==> config.mk <==
export PLATFORM = sky130hd
export DESIGN_NAME = scba_fifo
export DESIGN_NICKNAME = d
export VERILOG_FILES = /design/src/rtl/scba_pkg.sv /design/src/rtl/scba_fifo.sv
export SDC_FILE = /design/constraint.sdc
export NUM_CORES = 1
export LEC_CHECK = 0
export ABC_AREA = 1
export BUFFER_PORTS_ARGS = -buffer_cell sky130_fd_sc_hd__buf_2
export CAP_MARGIN = 20
export CELL_PAD_IN_SITES_DETAIL_PLACEMENT = 1
export CELL_PAD_IN_SITES_GLOBAL_PLACEMENT = 1
export CORE_MARGIN = 1
export CORE_UTILIZATION = 48
export CTS_BUF_LIST = sky130_fd_sc_hd__clkbuf_4
export CTS_CLUSTER_SIZE = 16
export DETAILED_ROUTE_END_ITERATION = 10
export GPL_ROUTABILITY_DRIVEN = 0
export PLACE_DENSITY_LB_ADDON = 0.1
export SLEW_MARGIN = 20
export SYNTH_ARGS = -nofsm -noshare
export SYNTH_HDL_FRONTEND = slang
export SYNTH_SLANG_ARGS = --single-unit
==> constraint.sdc <==
create_clock -name clk_i -period 3.6 [get_ports clk_i]
set_input_delay 0.18 -clock clk_i [delete_from_list [all_inputs] [get_ports clk_i]]
set_output_delay 0.18 -clock clk_i [all_outputs]
set_load 0.02 [all_outputs]
==> src/rtl/scba_pkg.sv <==
package scba_pkg;

  localparam int unsigned MinBlock   = 16;
  localparam int unsigned MinShift   = 4;
  localparam int unsigned IdxWMax    = 22;
  localparam int unsigned BinW       = 3;
  localparam int unsigned AddrW      = 18;
  localparam int unsigned SizeW      = 32;
  localparam int unsigned AlignW     = 8;
  localparam int unsigned StatusW    = 3;
  localparam int unsigned CfgW       = 7;
  localparam logic [CfgW-1:0] CfgReset = 7'd64;

  typedef enum logic [StatusW-1:0] {
    ST_ALLOC   = 3'd0,
    ST_FREED   = 3'd1,
    ST_GENERAL = 3'd2,
    ST_ALIGNED = 3'd3,
    ST_NOPAGE  = 3'd4,
    ST_NULL    = 3'd5
  } status_e;

  typedef enum logic [2:0] {
    CMD_NULL,
    CMD_GENERAL,
    CMD_ALIGNED,
    CMD_FREE,
    CMD_ALLOC
  } cmd_kind_e;

  typedef struct packed {
    cmd_kind_e          kind;
    logic [BinW-1:0]    bin;
    logic [IdxWMax-1:0] idx;
  } cmd_t;

  typedef enum logic {
    F_IDLE,
    F_REDUCE
  } front_state_e;

  typedef enum logic [2:0] {
    B_IDLE,
    B_DECODE,
    B_POP,
    B_CARVE,
    B_DONE
  } back_state_e;

  // Number of bins whose block is smaller than the size (zero counts as one)
  function automatic logic [3:0] bin_count(input logic [SizeW-1:0] size);
    logic [SizeW-1:0] s;
    logic [3:0]       cnt;
    s   = (size == '0) ? SizeW'(1) : size;
    cnt = '0;
    for (int k = 0; k < 8; k++) begin
      if ((SizeW'(MinBlock) << k) < s) cnt = cnt + 4'd1;
    end
    return cnt;
  endfunction

endpackage

==> src/rtl/scba_fifo.sv <==
module scba_fifo (
  input  logic          clk_i,
  input  logic          rst_ni,
  input  logic          push_i,
  input  scba_pkg::cmd_t push_data_i,
  output logic          full_o,
  input  logic          pop_i,
  output logic          valid_o,
  output scba_pkg::cmd_t pop_data_o
);
  import scba_pkg::*;

  cmd_t       mem_q [2];
  logic       wr_q, rd_q;
  logic [1:0] cnt_q;

  assign full_o     = (cnt_q == 2'd2);
  assign valid_o    = (cnt_q != 2'd0);
  assign pop_data_o = mem_q[rd_q];

  // Store pushed beats
  always_ff @(posedge clk_i) begin
    if (push_i) mem_q[wr_q] <= push_data_i;
  end

  // Advance pointers and fill count
  always_ff @(posedge clk_i or negedge rst_ni) begin
    if (!rst_ni) begin
      wr_q  <= 1'b0;
      rd_q  <= 1'b0;
      cnt_q <= 2'd0;
    end else begin
      if (push_i) wr_q <= ~wr_q;
      if (pop_i) rd_q <= ~rd_q;
      if (push_i && !pop_i) cnt_q <= cnt_q + 2'd1;
      else if (!push_i && pop_i) cnt_q <= cnt_q - 2'd1;
    end
  end
endmodule

==> impl_metrics.tcl <==
set metrics [dict create \
    clock_latency_ns 0.37 \
    path_clk_slew_ns 0.09 \
    fin_tns_setup_ns 0 \
    power.internal_mw 1.41 \
    postCtsSetupRepairBufs 0 \
    max_cap_viol_count 0 \
    fin_hold_ws_ns 0.137 \
    r2r-start "wr_q$_DFFE_PN0P_" \
    drt_iter0_markers 78 \
    place_ws_ns 1.75 \
    setup_viol 0 \
    power_density_nw_per_um2 699 \
    clock.fmax_mhz 450 \
    worst_slew_pin_slew_ns 0.679 \
    ir_worst_vdd_v 0.000354 \
    period_share_pct 61.7 \
    maxSlewHeadroom_pct 54.7 \
    synth_top_family_by_area "multiplexers" \
    slew_viol_final 0 \
    chipWidth_um 70.8 \
    crit_fanout 16 \
    ys_top_cells_by_count "edfxtp_1, mux2_2, mux2_4" \
    cts.repair.resized 0 \
    grt_pass1_vias 1500 \
    timing.reg2reg.setup_slack_ns 1.92 \
    antenna_found_initial 0 \
    multi_input_area_um2 435 \
    syn_nets 145 \
    synth-edff-count 56 \
    root_buffer "clkbuf_4" \
    ys_warn_count 0 \
    status "finished, final reports clean" \
    cp_slowest_stage_delay_ns 0.74 \
    io_pins 62 \
    cts_sinks 60 \
    drive_above_1_share_pct 48.6 \
    cp-end-kind "output port" \
    gr-usage-met3_pct 6.98 \
    fin_crit_ns 2.22 \
    avgSynthCellArea_um2 20.3 \
    async_flop_share_pct 6.67 \
    wl_per_cell_um 16.4 \
    busiest_layer "met2" \
    synthTopCellsByArea "edfxtp_1, mux2_2, mux2_4" \
    postSynthCellCount 112 \
    seq_power_share_pct 47.5 \
    power_switching_mw 0.716 \
    critical_path.cell_chain "buf_4, mux2_2, buf_2" \
    grt_use_total_pct 19.9 \
    setup_ws_ns 1.38 \
    finalNetCount 247 \
    postCtsHoldBufs 31 \
    synth-seq-cells 60 \
    reg2regPathDepth 2 \
    setup.worst_path.end "pop_data_o[18]" \
    rows 24 \
    yosys.area.top_type_share_pct 73.9 \
    clock_path_buffers 2 \
    hpwl_mm 2.78 \
    met2_usage_pct 37.8 \
    slowest_stage "dfrtp_1" \
    cts_tree "done" \
    synth_xor_area_share_pct 1.16 \
    num_vias 1324 \
    drtPass1Iterations 5 \
    final-hold-violation-count 0 \
    fp.coreArea_um2 4440 \
    die_h_um 70.8 \
    synth_most_common_cell "edfxtp_1" \
    start_util_pct 51.2 \
    reg2reg_to "mem_q[0][9]$_DFFE_PP_" \
    io_buffers 61 \
    syn_area_um2 2270 \
    worstSetupStartpointType "register" \
    crit_required_ns 3.42 \
    synth.mux.area_fraction_pct 15.5 \
    hold_path.class "in -> async" \
    ant_nets 0 \
    cts_made_buffers 9 \
    htreeDepth 3 \
    synth_seq_area_share_pct 78.3 \
    pwr-share-comb_pct 35.6 \
    nFillCells 428 \
    synth-simple-area-share_pct 1.82 \
    grt_overflow 0 \
    synthAdderAreaFrac_pct 0.550 \
    die_area_um2 5020 \
    viasPerCell 4.90 \
    power_leakage_nw 1.24 \
    grt_util_met1_pct 19.2 \
    drc 0 \
    p_clk_share_pct 16.9 \
    wl_mm 4.43 \
    grt_max_degree 29 \
    regArea_um2 1780 \
    area_growth_pct 33.6 \
    synth.distinct_cells 15 \
    netSwitchingFraction_pct 33.7 \
    critical_path.startpoint "rd_q$_DFFE_PN0P_" \
    n_antenna_cell 0 \
    grt_setup_unrepaired "false" \
    worstPathArrival_ns 2.04 \
    finClkSkew_ns 0.00840 \
    final_util_pct 68.4 \
    synth-compound-area-share_pct 0 \
    critPathKind "reg -> out" \
    synth-main-ff-cell "edfxtp_1" \
    grt_pass1_wl_mm 7.03 \
    synth_largest_area_cell "edfxtp_1" \
]
critical path, delay by kind of cell, from the launching register on:
family | cells | cell delay (ns)
buffers and inverters | 2 | 0.55
flip-flops | 1 | 0.74
multiplexers | 1 | 0.38
worst min-delay path by stage:
stage                                       to  slack, ns  depth (start not counted)
after CTS                     wr_q$_DFFE_PN0P_       0.10                          2
final                         wr_q$_DFFE_PN0P_       0.14                          2
after floorplan           cnt_q[0]$_DFFE_PN0P_      -0.12                          0
after global routing          wr_q$_DFFE_PN0P_       0.11                          2
after detailed placement      wr_q$_DFFE_PN0P_     -0.002                          1
after global placement    cnt_q[0]$_DFFE_PN0P_     -0.004                          1
metrics by stage:
step / power (mW) / cell area (um2) / cells
2_1_floorplan: 1.55 / 2270 / 112
4_1_cts: 2.15 / 3040 / 270
3_5_place_dp: 1.76 / 2630 / 224
6_report: 2.12 / 3040 / 270
3_3_place_gp: 1.73 / 2630 / 224
5_1_grt: 2.24 / 3040 / 270
cell families after synthesis:
group / count (synthesis)
fa+ha+maj: 1
flops: 60
xor+xnor: 3
buf+inv: 10
mux: 28
simple gates: 10
cell type report:
class,instances,share of cell area (%)
Tap cell,52,2.14
Clock buffer,11,2.72
Clock inverter,4,0.576
Multi-Input combinational cell,42,14.3
Inverter,7,0.865
Sequential cell,60,58.6
Timing Repair Buffer,94,20.7
power by group through the flow:
stage	Sequential (mW)	Clock [mW]	Combinational, mW
floorplan	0.979	0	0.574
global placement	1.01	0	0.716
detailed placement	1.03	0	0.734
CTS	1.01	0.377	0.761
global route	1.03	0.407	0.808
finish	1.01	0.359	0.756
flip-flops by register name, indices dropped and copies added (netlist names):
register	count
mem_q	56
cnt_q	2
rd_q	1
wr_q	1
cell usage in the layout (no fill, tap or decap), types with 4 or more instances in the layout:
cell type / count
buf_2: 61
nand2_1: 6
edfxtp_1: 56
mux2_4: 10
clkbuf_4: 11
mux2_2: 18
inv_1: 6
dlygate4sd3_1: 31
dfrtp_1: 4
layer usage:
| metal | share of wire [%] | vias up |
|---|---|---|
| met4 | 0.93 | 0 |
| met3 | 4.7 | 4 |
| met1 | 38 | 652 |
| met5 | 0 | - |
| li1 | - | 627 |
| met2 | 57 | 41 |
(Power assumes the default switching activity.)
