===== src/rtl/scba_pkg.sv =====
package scba_pkg;

  localparam int unsigned MinBlock   = 16;
  localparam int unsigned MinShift   = 4;
  localparam int unsigned IdxWMax    = 22;
  localparam int unsigned BinW       = 3;
  localparam int unsigned AddrW      = 18;
  localparam int unsigned SizeW      = 32;
  localparam int unsigned AlignW     = 8;
  localparam int unsigned StatusW    = 3;
  localparam int unsigned CfgW       = 7;
  localparam logic [CfgW-1:0] CfgReset = 7'd64;

  typedef enum logic [StatusW-1:0] {
    ST_ALLOC   = 3'd0,
    ST_FREED   = 3'd1,
    ST_GENERAL = 3'd2,
    ST_ALIGNED = 3'd3,
    ST_NOPAGE  = 3'd4,
    ST_NULL    = 3'd5
  } status_e;

  typedef enum logic [2:0] {
    CMD_NULL,
    CMD_GENERAL,
    CMD_ALIGNED,
    CMD_FREE,
    CMD_ALLOC
  } cmd_kind_e;

  typedef struct packed {
    cmd_kind_e          kind;
    logic [BinW-1:0]    bin;
    logic [IdxWMax-1:0] idx;
  } cmd_t;

  typedef enum logic {
    F_IDLE,
    F_REDUCE
  } front_state_e;

  typedef enum logic [2:0] {
    B_IDLE,
    B_DECODE,
    B_POP,
    B_CARVE,
    B_DONE
  } back_state_e;

  // Number of bins whose block is smaller than the size (zero counts as one)
  function automatic logic [3:0] bin_count(input logic [SizeW-1:0] size);
    logic [SizeW-1:0] s;
    logic [3:0]       cnt;
    s   = (size == '0) ? SizeW'(1) : size;
    cnt = '0;
    for (int k = 0; k < 8; k++) begin
      if ((SizeW'(MinBlock) << k) < s) cnt = cnt + 4'd1;
    end
    return cnt;
  endfunction

endpackage


===== src/rtl/scba_req_if.sv =====
interface scba_req_if;
  logic        valid;
  logic        ready;
  logic        action;
  logic [31:0] request_size;
  logic [7:0]  alignment;
  logic [17:0] block_address;
  logic        address_is_null;

  modport source (output valid, action, request_size, alignment, block_address,
                  address_is_null, input ready);
  modport sink (input valid, action, request_size, alignment, block_address,
                address_is_null, output ready);
endinterface


===== src/rtl/scba_front.sv =====
module scba_front #(
  parameter int unsigned NUM_BINS   = 8,
  parameter int unsigned MAX_BLOCK  = 2048,
  parameter int unsigned LINK_COUNT = 16384
) (
  input  logic            clk_i,
  input  logic            rst_ni,
  scba_req_if.sink        req,
  output logic            push_o,
  output scba_pkg::cmd_t  push_data_o,
  input  logic            full_i
);
  import scba_pkg::*;

  localparam logic [31:0] LinkCount = 32'(LINK_COUNT);

  front_state_e    state_q, state_d;
  logic [31:0]     v_q, v_d;
  logic [BinW-1:0] bin_q, bin_d;

  logic [3:0]        cnt;
  logic              too_big;
  logic [BinW-1:0]   bin;
  logic [AlignW-1:0] align_eff;
  logic [11:0]       blk_bytes;
  logic [31:0]       v_in;
  logic              accept;

  // Classify the incoming beat
  always_comb begin
    cnt       = bin_count(req.request_size);
    too_big   = (req.request_size > SizeW'(MAX_BLOCK)) || (cnt >= 4'(NUM_BINS));
    bin       = cnt[BinW-1:0];
    align_eff = ((req.alignment & (req.alignment - 8'd1)) == 8'd0) ? req.alignment : 8'd0;
    blk_bytes = 12'(MinBlock) << bin;
    v_in      = 32'(req.block_address[AddrW-1:MinShift]);
  end

  assign req.ready = (state_q == F_IDLE) && !full_i;
  assign accept    = req.valid && req.ready;

  // Next state and queue push
  always_comb begin
    state_d     = state_q;
    v_d         = v_q;
    bin_d       = bin_q;
    push_o      = 1'b0;
    push_data_o = '{kind: CMD_NULL, bin: '0, idx: '0};
    case (state_q)
      F_IDLE: begin
        if (accept) begin
          push_o = 1'b1;
          if (req.action) begin
            if (req.address_is_null) begin
              push_data_o.kind = CMD_NULL;
            end else if (too_big) begin
              push_data_o.kind = CMD_GENERAL;
            end else if (v_in >= LinkCount) begin
              // wrap the link index before pushing
              push_o  = 1'b0;
              v_d     = v_in;
              bin_d   = bin;
              state_d = F_REDUCE;
            end else begin
              push_data_o.kind = CMD_FREE;
              push_data_o.bin  = bin;
              push_data_o.idx  = v_in[IdxWMax-1:0];
            end
          end else if (too_big) begin
            push_data_o.kind = CMD_GENERAL;
          end else if ({4'd0, align_eff} > blk_bytes) begin
            push_data_o.kind = CMD_ALIGNED;
            push_data_o.bin  = bin;
          end else begin
            push_data_o.kind = CMD_ALLOC;
            push_data_o.bin  = bin;
          end
        end
      end
      F_REDUCE: begin
        if (v_q >= LinkCount) begin
          v_d = v_q - LinkCount;
        end else if (!full_i) begin
          push_o           = 1'b1;
          push_data_o.kind = CMD_FREE;
          push_data_o.bin  = bin_q;
          push_data_o.idx  = v_q[IdxWMax-1:0];
          state_d          = F_IDLE;
        end
      end
      default: state_d = F_IDLE;
    endcase
  end

  always_ff @(posedge clk_i or negedge rst_ni) begin
    if (!rst_ni) state_q <= F_IDLE;
    else state_q <= state_d;
  end

  always_ff @(posedge clk_i) begin
    v_q   <= v_d;
    bin_q <= bin_d;
  end
endmodule


===== src/flat_wrapper.sv =====
// flat-port wrapper written by rule: the top's interface ports become plain ports
module scba_front_flat import scba_pkg::*;
#(
  parameter int unsigned NUM_BINS   = 8,
  parameter int unsigned MAX_BLOCK  = 2048,
  parameter int unsigned LINK_COUNT = 16384
)
  (clk_i, rst_ni, push_o, push_data_o, full_i, req_valid, req_action, req_request_size, req_alignment, req_block_address, req_address_is_null, req_ready);
  scba_req_if req_i ();
  input  logic clk_i;
  input  logic rst_ni;
  output logic push_o;
  output scba_pkg::cmd_t push_data_o;
  input  logic full_i;
  input wire logic [$bits(req_i.valid)-1:0] req_valid;
  input wire logic [$bits(req_i.action)-1:0] req_action;
  input wire logic [$bits(req_i.request_size)-1:0] req_request_size;
  input wire logic [$bits(req_i.alignment)-1:0] req_alignment;
  input wire logic [$bits(req_i.block_address)-1:0] req_block_address;
  input wire logic [$bits(req_i.address_is_null)-1:0] req_address_is_null;
  output wire logic [$bits(req_i.ready)-1:0] req_ready;
  assign req_i.valid = req_valid;
  assign req_i.action = req_action;
  assign req_i.request_size = req_request_size;
  assign req_i.alignment = req_alignment;
  assign req_i.block_address = req_block_address;
  assign req_i.address_is_null = req_address_is_null;
  assign req_ready = req_i.ready;
  scba_front #(.NUM_BINS(NUM_BINS), .MAX_BLOCK(MAX_BLOCK), .LINK_COUNT(LINK_COUNT)) u_core (.clk_i(clk_i), .rst_ni(rst_ni), .req(req_i), .push_o(push_o), .push_data_o(push_data_o), .full_i(full_i));
endmodule

===== config.mk =====
export PLATFORM = sky130hd
export DESIGN_NAME = scba_front_flat
export DESIGN_NICKNAME = d
export VERILOG_FILES = /design/src/rtl/scba_pkg.sv /design/src/rtl/scba_req_if.sv /design/src/rtl/scba_front.sv /design/src/flat_wrapper.sv
export SDC_FILE = /design/constraint.sdc
export NUM_CORES = 1
export LEC_CHECK = 0
export ABC_AREA = 0
export BUFFER_PORTS_ARGS = -buffer_cell sky130_fd_sc_hd__buf_2
export CELL_PAD_IN_SITES_DETAIL_PLACEMENT = 0
export CELL_PAD_IN_SITES_GLOBAL_PLACEMENT = 1
export CORE_UTILIZATION = 39
export CTS_BUF_LIST = sky130_fd_sc_hd__clkbuf_4 sky130_fd_sc_hd__clkbuf_8
export DETAILED_ROUTE_END_ITERATION = 10
export PLACE_DENSITY_LB_ADDON = 0.1
export SYNTH_ARGS = -nofsm -noshare
export SYNTH_HDL_FRONTEND = slang
export SYNTH_SLANG_ARGS = --single-unit

===== constraint.sdc =====
create_clock -name clk_i -period 7.4 [get_ports clk_i]
set_input_delay 0.37 -clock clk_i [delete_from_list [all_inputs] [get_ports clk_i]]
set_output_delay 0.37 -clock clk_i [all_outputs]
set_load 0.05 [all_outputs]

==> summary.md, run 1 <==
| Metric | Value |
|---|---|
| First-pass GRT wire length | 10800 um |
| Via count | 2687 |
| Tot Pwr | 406 uW |
| Main synth FF type | edfxtp_1 |
| Filler Cells Inserted | 763 |
| Clock slew at reported path FFs | 0.08 ns |
| CTS tree | yes |
| Starting DRT DRC Count | 124 |
| Die Ht | 89.2 um |
| Ranking of synthesized cells by area | edfxtp_1 32%, ha_1 5.5%, and2_1 4.6% |
| Area growth, synth to finish | 24.3% |
| CTS root buf | clkbuf_8 |
| Internal power | 297 uW |
| Number of global-route vias before repair | 2499 |
| R2r setup slk | 4.37 ns |
| Synth async-reset ratio | 0.0303 |
| Placed Area | 0.00351 mm2 |
| Hold/Removal Path Class | input port to flip-flop |
| Psw | 109 uW |
| VDD IR max | 0.0633 mV |
| WL per Instance | 12.6 um |
| Crit Path Max Fanout | 6 |
| Final GP Congestion | 0.756 |
| Slew HR | 0.349 |
| Clock Latency Late Sink | 0.28 ns |
| Setup CP Type | input port to output pin |
| Combinational share of power | 0.129 |
| # setup viols final | 0 |
| Max Cap Violations | 0 |
| Mapped Cells | 339 |
| Status | finished, final reports clean |
| Largest net degree at the start of global routing | 37 |
| Peak Freq | 144 MHz |
| Sw Ratio | 0.268 |
| CP startpoint kind | input port |
| Ports | 94 |
| Synth Cell Area | 0.00297 mm2 |
| Worst stage delay on the critical path | 0.36 ns |
| Tcrit/Tclk final | 0.941 |
| Routed WL | 6730 um |
| ANT nets after route | 0 |
| H-tree Lvls | 2 |
| Share of cells above drive strength 1 | 0.274 |
| Slew of the pin with the lowest slew margin | 0.974 ns |
| Share of the synthesized area in the top cell type | 0.324 |
| Number of diodes | 0 |
| Clock power share | 0.345 |
| Starting Density | 0.407 |
| Fin area | 0.00369 mm2 |
| Total gr overflow | 0 |
| Clock sinks | 33 |
| Die ar. | 0.00796 mm2 |
| Core Util, Final | 0.506 |
| Arrival time worst endpoint | 6.59 ns |
| Final setup margin | 0.436 ns |
| Detailed-route DRC error count | 0 |
| DR pass1 iterations | 4 |
| Dpl ws | 0.0879 ns |
| Slowest CP cell | ha_2 |
| Clock skew | 0.00449 ns |
| Synth top cells by count | 32 x edfxtp_1, 32 x nand2_1, 22 x and2_1 |
| FF+latch count, synth | 33 |
| Leak pwr | 1.44 nW |
| Crit. End Element | output pin |
| Buffers on Ports | 83 |
| Largest area contributor in the netlist | edfxtp_1 |
| Core Region | 0.00729 mm2 |
| Cts bufs inserted | 5 |
| Global Route Usage Sum | 0.171 |
| EDFF count, synth | 32 |
| Hold Vio Cnt, Final | 0 |
| Worst endpoint required time | 7.03 ns |
| Row count | 31 |
| Post-DP HPWL | 5060 um |
| Vias per cell | 5.04 |
| Register share of total power | 0.525 |
| PwrDens | 110 mW/mm2 |
| Synth unique cells | 56 |
| Sequential share of the synthesized area | 0.332 |
| Initial antenna violation count | 0 |
| Max Slew Vio Count | 0 |
| Min Tclk post-route | 6.96 ns |
| Die width | 89.2 um |
| Mean Syn Cell Area | 8.75 um2 |
| Crit-path most repeated cell | ha_1 |
| Max Root-Sink Buffers | 2 |
| Post-layout net count | 510 |
| Syn. warnings | 0 |
## critical path, delay by kind of cell
| kind | cells | cell delay (ns) |
|---|---|---|
| fa+ha+maj | 7 | 2.01 |
| compound gates | 9 | 1.60 |
| simple gates | 9 | 1.35 |
| xor+xnor | 3 | 0.62 |
| buf+inv | 2 | 0.39 |
| mux | 1 | 0.27 |
## final cells by class
type                    instances  area (um2)  area share
multi-input cells             295        1980       0.537
flip-flops and latches         33         986       0.267
repair buffers                 90         475       0.129
well taps                      99         124      0.0336
clock buffers                   5        68.8      0.0187
inverters                       8        30.0     0.00814
clock inverters                 3        22.5     0.00611
## layout by cell type (no fill, tap or decap), types with 4 or more instances in the layout
cell type	Yosys	final
or4_1	7	6
or2_2	5	4
nor4_1	15	12
nand2b_1	8	8
inv_1	8	8
xnor2_1	11	11
buf_2	2	81
ha_1	13	12
a21boi_0	4	4
nand3_1	18	18
edfxtp_1	32	32
or3_1	4	4
o31ai_1	18	18
clkbuf_8	0	5
nand2_1	32	32
o21ai_0	12	10
nor2_1	21	20
xor2_1	11	11
buf_4	7	7
conb_1	1	20
nor3_1	7	7
a21oi_1	6	6
nor2b_1	21	20
and2_1	22	22
## per-stage QoR
stage	instances	hold slack (ns)	TNS, ns
after floorplan	358	0.0744	0
after global placement	523	0.159	0
after detailed placement	523	0.157	0
after CTS	532	0.381	0
after global routing	533	0.383	-0.000348
final	533	0.380	0
## logic make-up after synthesis
family          count (synthesis)  synth area share
mux                             2           0.00717
compound gates                 59             0.147
flops                          33             0.332
simple gates                  175             0.324
other cells                     1           0.00126
xor+xnor                       24            0.0781
fa+ha+maj                      15            0.0616
buf+inv                        30            0.0477
## per-layer routing
layer,global-route usage,up-vias,routed length [um],share of wire
met2,0.287,57,3100,0.46
met3,0.0416,2,298,0.044
met5,0,-,0,0
li1,-,1407,-,-
met1,0.228,1221,3320,0.49
met4,0.0231,0,11,0.0016
## registers in the layout, indices dropped and copies added, names as in the netlist
signal,count
u_core.v_q,32
u_core.state_q,1
## power by group through the flow
stage	sequential [mW]	clock [mW]	combinational (mW)
detailed placement	0.218	0	0.0492
global placement	0.217	0	0.0485
CTS	0.213	0.144	0.0497
global route	0.214	0.151	0.0580
floorplan	0.216	0	0.0305
finish	0.213	0.140	0.0524
## repair_timing
action | CTS | global route
hold endpoints to repair | 1 | 0
setup buffers | 0 | 1
endpoints found under the setup margin | 0 | 2
resized for setup | 0 | 17
hold buffers | 1 | 0
## final timing paths
kind | from | end | cells after the start
max | req_request_size[20] | push_data_o[26] | 31
min reg2reg | u_core.v_q[14] | u_core.v_q[14] | 1
min | full_i | u_core.state_q | 3
max reg2reg | u_core.v_q[17] | u_core.v_q[31] | 9
max in group asynchronous | rst_ni | u_core.state_q | 2
min in group asynchronous | rst_ni | u_core.state_q | 2
No activity file was read; power rests on OpenSTA's default activity.
==> run 2: changes to the inputs <==
Settings changed: PLACE_DENSITY set to 0.87, PLACE_DENSITY_LB_ADDON 0.1 to unset.
==> run 2 against run 1 <==
  * Sequential share of layout area shrank 0.090 points
  * First-iteration DRC count grew 20%
  * Final area grew 0.34%
  * Clock power grew 21%
  * Final cell count grew 0.38%
  * Largest power group unchanged
==> summary.md, run 2 (synthesis gave the netlist of run 1 again) <==
| Metric | Value |
|---|---|
| Status | finished, final reports clean |
| Commonest non-fill, non-tap cell in the layout | buf_2 |
| # setup viols final | 0 |
| CTS tree | yes |
| Leak pwr | 1.47 nW |
| Hold Vio Cnt, Final | 0 |
| Max reg flops | 32 |
| Share of cells above drive strength 1 | 0.273 |
| Initial antenna violation count | 0 |
| Hold/Removal Path Class | input port to flip-flop |
| Total gr overflow | 0 |
| CTS root buf | clkbuf_8 |
| DR pass1 iterations | 4 |
| WL per Instance | 13.1 um |
| Min Tclk post-route | 6.93 ns |
| Number of global-route vias before repair | 2457 |
| Clock skew | 0.00862 ns |
| H-tree Lvls | 2 |
| CP startpoint kind | input port |
| Max Slew Vio Count | 0 |
| Die Ht | 89.2 um |
| Leading registers by flop count | u_core.v_q x32, u_core.state_q x1 |
| Via count | 2778 |
| Slew HR | 0.315 |
| Placed Area | 0.00352 mm2 |
| Detailed-route DRC error count | 0 |
| Max Root-Sink Buffers | 2 |
| First-pass GRT wire length | 10900 um |
| VDD IR max | 0.0679 mV |
| Die width | 89.2 um |
| Most frequent cells in the layout | 81 x buf_2, 32 x nand2_1, 32 x edfxtp_1, 22 x and2_1, 21 x nor2_1 |
| Row count | 31 |
| ANT nets after route | 0 |
| Sum of negative setup slack | 0 ns |
| Clock sinks | 33 |
| Clock slew at reported path FFs | 0.06 ns |
| Area growth, synth to finish | 24.8% |
| Largest net degree at the start of global routing | 37 |
| Fin area | 0.00370 mm2 |
| Clock Latency Late Sink | 0.29 ns |
| Slew of the pin with the lowest slew margin | 1.02 ns |
| Crit. End Element | output pin |
| Worst hold slack | 0.383 ns |
| Arrival time worst endpoint | 6.56 ns |
| RSZ-0062 raised after global routing | false |
| Buffers on Ports | 83 |
| Ports | 94 |
| Final GP Congestion | 0.780 |
| Tcrit/Tclk final | 0.936 |
| Routed WL | 6990 um |
| Vias per cell | 5.19 |
| PwrDens | 118 mW/mm2 |
| Number of diodes | 0 |
| Layout Cells excl Fill | 535 |
| Starting Density | 0.407 |
| Setup CP Type | input port to output pin |
| DP Cell Count | 525 |
| Crit Path Max Fanout | 8 |
| Cts bufs inserted | 5 |
| Peak Freq | 144 MHz |
| Worst endpoint required time | 7.03 ns |
| Global Route Usage Sum | 0.176 |
| Starting DRT DRC Count | 149 |
| Die ar. | 0.00796 mm2 |
| Max Cap Violations | 0 |
| Biggest register | u_core.v_q |
| Core Region | 0.00729 mm2 |
| Post-layout net count | 512 |
| Post-DP HPWL | 5160 um |
run 2: cell count changes in the layout (fill, tap and decap cells not counted), moves of 2 or more:
cell / previous run / this run
nor4_4: 2 / 0
nor4_2: 1 / 3
o21ai_1: 2 / 0
clkinvlp_4: 3 / 0
buf_4: 7 / 9
run 2: stage by stage:
step,utilization,setup WS (ns),power [mW]
2_1_floorplan,-,0.0989,0.247
3_3_place_gp,0.483,0.314,0.266
3_5_place_dp,0.483,0.199,0.267
6_report,0.507,0.473,0.436
5_1_grt,0.507,0.0131,0.454
4_1_cts,0.500,0.185,0.439
run 2: layout make-up:
| class | instances | area [um2] |
|---|---|---|
| inverters | 8 | 30.0 |
| fillers | 740 | 3590 |
| clock inverters | 2 | 33.8 |
| well taps | 99 | 124 |
| flip-flops and latches | 33 | 986 |
| clock buffers | 6 | 76.3 |
| repair buffers | 92 | 494 |
| multi-input cells | 295 | 1960 |
run 2: power by group:
part	total, mW	internal (mW)	switching (mW)
clock	0.170	0.103	0.0672
combinational	0.0516	0.0205	0.0311
sequential	0.214	0.210	0.00350
run 2: path summary, 6_finish.rpt:
| kind | startpoint | to | slack (ns) | depth (start not counted) |
|---|---|---|---|---|
| setup / recovery | req_request_size[1] | push_data_o[26] | 0.47 | 27 |
| hold / removal | full_i | u_core.state_q | 0.38 | 3 |
| setup reg to reg | u_core.v_q[16] | u_core.v_q[31] | 4.37 | 9 |
| hold reg to reg | u_core.v_q[14] | u_core.v_q[14] | 0.61 | 1 |
| max in group asynchronous | rst_ni | u_core.state_q | 6.90 | 2 |
| min in group asynchronous | rst_ni | u_core.state_q | 0.40 | 2 |
run 2: critical path, stage by stage:
cell,delay (ns)
buf_2,0.09
or4_1,0.61
buf_4,0.21
or4_1,0.49
a211oi_2,0.32
xor2_2,0.35
ha_1,0.33
o21ai_0,0.10
nand2b_1,0.08
ha_1,0.29
a221o_1,0.34
ha_1,0.27
mux2_2,0.27
ha_1,0.18
nand2_1,0.07
xnor2_1,0.15
xnor3_2,0.31
nor2b_2,0.14
nand2_1,0.09
ha_1,0.33
o21a_1,0.12
o21ai_0,0.07
nand2b_1,0.07
a21oi_1,0.07
o31a_1,0.31
o41ai_2,0.28
buf_4,0.25
run 2: per-layer routing:
layer / GRT usage / vias up / routed length (um)
li1: - / 1405 / -
met1: 0.237 / 1309 / 3270
met2: 0.292 / 59 / 3410
met3: 0.0360 / 5 / 259
met4: 0.0390 / 0 / 45
met5: 0 / - / 0
run 2: repair_timing:
item / in CTS / in global routing
gates resized for setup: 0 / 15
endpoints found under the hold margin: 1 / 0
hold buffers: 1 / 0
endpoints found under the setup margin: 0 / 2
buffers inserted: 0 / 1
